**config.mk**
```make
export PLATFORM = sky130hd
export DESIGN_NAME = bvm_ram
export DESIGN_NICKNAME = d
export VERILOG_FILES = /design/src/rtl/bvm_ram.sv
export SDC_FILE = /design/constraint.sdc
export NUM_CORES = 1
export LEC_CHECK = 0
export ABC_CLOCK_PERIOD_IN_PS = 2300
export BUFFER_PORTS_ARGS = -buffer_cell sky130_fd_sc_hd__clkbuf_2
export CORE_MARGIN = 8
export CORE_UTILIZATION = 48
export CTS_BUF_LIST = sky130_fd_sc_hd__clkbuf_16
export CTS_CLUSTER_SIZE = 16
export DETAILED_ROUTE_END_ITERATION = 8
export PLACE_DENSITY = 0.73
export SETUP_SLACK_MARGIN = 0.15
export SKIP_LAST_GASP = 1
export SYNTH_ARGS = -nofsm -noshare
export SYNTH_HDL_FRONTEND = slang
export SYNTH_SLANG_ARGS = --single-unit
```
**constraint.sdc**
```tcl
create_clock -name i_clk -period 2.3 [get_ports i_clk]
set_input_delay 0.115 -clock i_clk [delete_from_list [all_inputs] [get_ports i_clk]]
set_output_delay 0.115 -clock i_clk [all_outputs]
set_load 0.01 [all_outputs]
```
**src/rtl/bvm_ram.sv**
```systemverilog
// ----------------------------------------------------------------------------
// bvm_ram
// generic ram, one write port, one read port, registered read data
// ----------------------------------------------------------------------------
module bvm_ram #(
    parameter int W = 8,
    parameter int D = 16
) (
    input  logic                 i_clk,
    input  logic                 i_we,
    input  logic [$clog2(D)-1:0] i_waddr,
    input  logic [W-1:0]         i_wdata,
    input  logic [$clog2(D)-1:0] i_raddr,
    output logic [W-1:0]         o_rdata
);
    logic [W-1:0] r_mem [0:D-1];

    always_ff @(posedge i_clk) begin
        if (i_we) begin
            r_mem[i_waddr] <= i_wdata;
        end
        o_rdata <= r_mem[i_raddr];
    end
endmodule

```
==> metrics <==
status complete, no violations; Syn Area/Cell 22.48 µm²; clock root buffer master clkbuf_16; Ys Warns 0; top cell type by total area after synthesis edfxtp_1; first-pass GRT wire length 15770 µm; Final Hold Fails 0; Worst VDD drop 0.5311 mV; Reg clk slew, reported paths 0.05 ns; Layout Utilization 0.5772; grt ovf 0; crit-path max FO 1; Slew HR 0.4768; critical path data required time 2.59 ns; worst hold path type in -> reg; CP Capture Type flip-flop; metal3 WL 568 µm; fmax 722.9 MHz; CTS tree done; max-slew violation count 0; routability cong. 0.8079; clock insertion delay at the later pin of the skew report 0.41 ns; crit start category flip-flop; Clock Skew 0.008458 ns; synthesis-stage register bit count 136; clock buffer depth 2; fin crit share 0.6014; number of diodes 0; dpl cells 401; post-route insts no fill 433; CTS resizes 0; Total Die Area 14290 µm²; LEAKAGE 0.002097 µW; Synth top area share 0.7467; # H-tree levels 4; register area share after synthesis 0.7778; drt pass-1 iters 5; post-detailed-routing wire length 10190 µm; FP Rows 38; via count 2477; Detail Placement HPWL 6229 µm; Layout area overhead 19.42%; most area-consuming cells after synthesis edfxtp_1, mux4_2, mux4_1; layout cells sized above 1 0.3106; Die W 119.6 µm; GRT Overall Usage 0.1518; Mapped Cells 229; Vias per Instance 5.721; DRC 0; Tmin final 1.383 ns; Core Box Area 10650 µm²; Initial Utilization 0.4833; Routed Antenna Nets 0; Post-Syn Area 5147 µm²; Worst Max-Slew Pin Slew 0.7819 ns; crit path kind reg -> reg; Highest Signal Layer met4; Synth cell types 19; CTS Buf Count 17; RSZ-0062 raised after global routing false; met2 routed wirelength 5428 µm; Nets 298; Cell Pwr Density 961.8 nW/µm²; FILL cells 749; Post-Route M1 WL 4055 µm; placed cell areas 5514 µm²; Mapped Nets 247; initial antenna violation count 0; Wirelength per Cell 23.54 µm; final instance area 6147 µm²; hold slack final 0.1432 ns; final setup vio count 0; die height 119.6 µm; setup TNS 0 ns; Initial DRC Count 248; port buffer count 25; post-CTS setup buffer count 0; vias in the first global route 2652; Ports 26; CP arrival 1.67 ns; pin count of the biggest net entering global routing 33; max-cap viol count 0; Post-CTS Hold Buffers 0; clk sink count 136
-- cell families after synthesis --
kind of cell           after synthesis  share of synthesized area
AOI/OAI and AO/OA                   16                    0.02334
muxes                               32                     0.1502
DFF                                136                     0.7778
and+or+nand+nor                     35                    0.03184
buffers and inverters               10                    0.01677
-- per-stage QoR --
stage / setup WS [ns] / power (µW)
2_1_floorplan: 0.6921 / 2983
6_report: 0.9168 / 5912
4_1_cts: 0.9286 / 5951
3_5_place_dp: 0.7052 / 3102
3_3_place_gp: 0.7313 / 3091
5_1_grt: 0.8574 / 6085
-- final cells by class --
| type | count | area, µm² | share of cell area |
|---|---|---|---|
| Clock inverter | 15 | 207.7 | 0.03379 |
| Tap cell | 140 | 175.2 | 0.02850 |
| Sequential cell | 136 | 4004 | 0.6513 |
| Clock buffer | 17 | 425.4 | 0.06920 |
| Multi-Input combinational cell | 83 | 1057 | 0.1720 |
| Timing Repair Buffer | 42 | 277.8 | 0.04519 |
-- path summary, 6_finish.rpt --
kind	depth (start not counted)	startpoint	slack, ns	end
max	3	r_mem[2][0]	0.92	o_rdata[0]
min	1	i_wdata[6]	0.14	r_mem[6][6]
max reg2reg	3	r_mem[2][0]	0.92	o_rdata[0]
min reg2reg	3	r_mem[13][7]	0.67	o_rdata[7]
-- cell usage in the layout, fill, tap and decap left out, types with 2 or more instances in the layout --
master,Yosys,layout
a22oi_1,16,16
buf_12,0,2
buf_4,1,15
bufinv_16,0,5
clkbuf_16,0,17
clkbuf_2,0,25
clkinv_1,0,2
clkinv_2,0,4
clkinvlp_4,0,4
dfxtp_1,8,8
edfxtp_1,128,128
mux4_1,14,14
mux4_2,18,18
nand2_1,9,9
nand2b_1,2,2
nand3b_1,2,2
nor2_1,13,13
nor3_1,4,4
-- critical path: stages, from the launching register on --
cell      delay [ns]
edfxtp_1        0.38
mux4_1          0.52
a22oi_1         0.26
nand2_1         0.10
-- synthesized netlist by cell type --
cell,n
a22oi_1,16
and2_1,1
and2b_1,1
buf_2,3
buf_4,1
buf_6,3
clkdlybuf4s25_2,3
dfxtp_1,8
edfxtp_1,128
mux4_1,14
mux4_2,18
nand2_1,9
nand2b_1,2
nand3_1,1
nand3b_1,2
nor2_1,13
nor2b_1,1
nor3_1,4
or3b_2,1
-- per-layer routing --
layer  global-route usage  vias up
met3              0.04133       10
met5                    0        -
met4              0.06167        0
met1               0.1810     1300
met2               0.2567       88
li1                     -     1079
-- registers in the layout (all words and copies together) (netlist names) --
signal / count
r_mem: 128
o_rdata: 8
-- power breakdown --
| group | internal, µW | switching, µW |
|---|---|---|
| logic | 110 | 152 |
| clock network | 1900 | 959 |
| registers | 2770 | 16.1 |
| total | 4790 | 1130 |
Power figures use the tool's default switching activity.
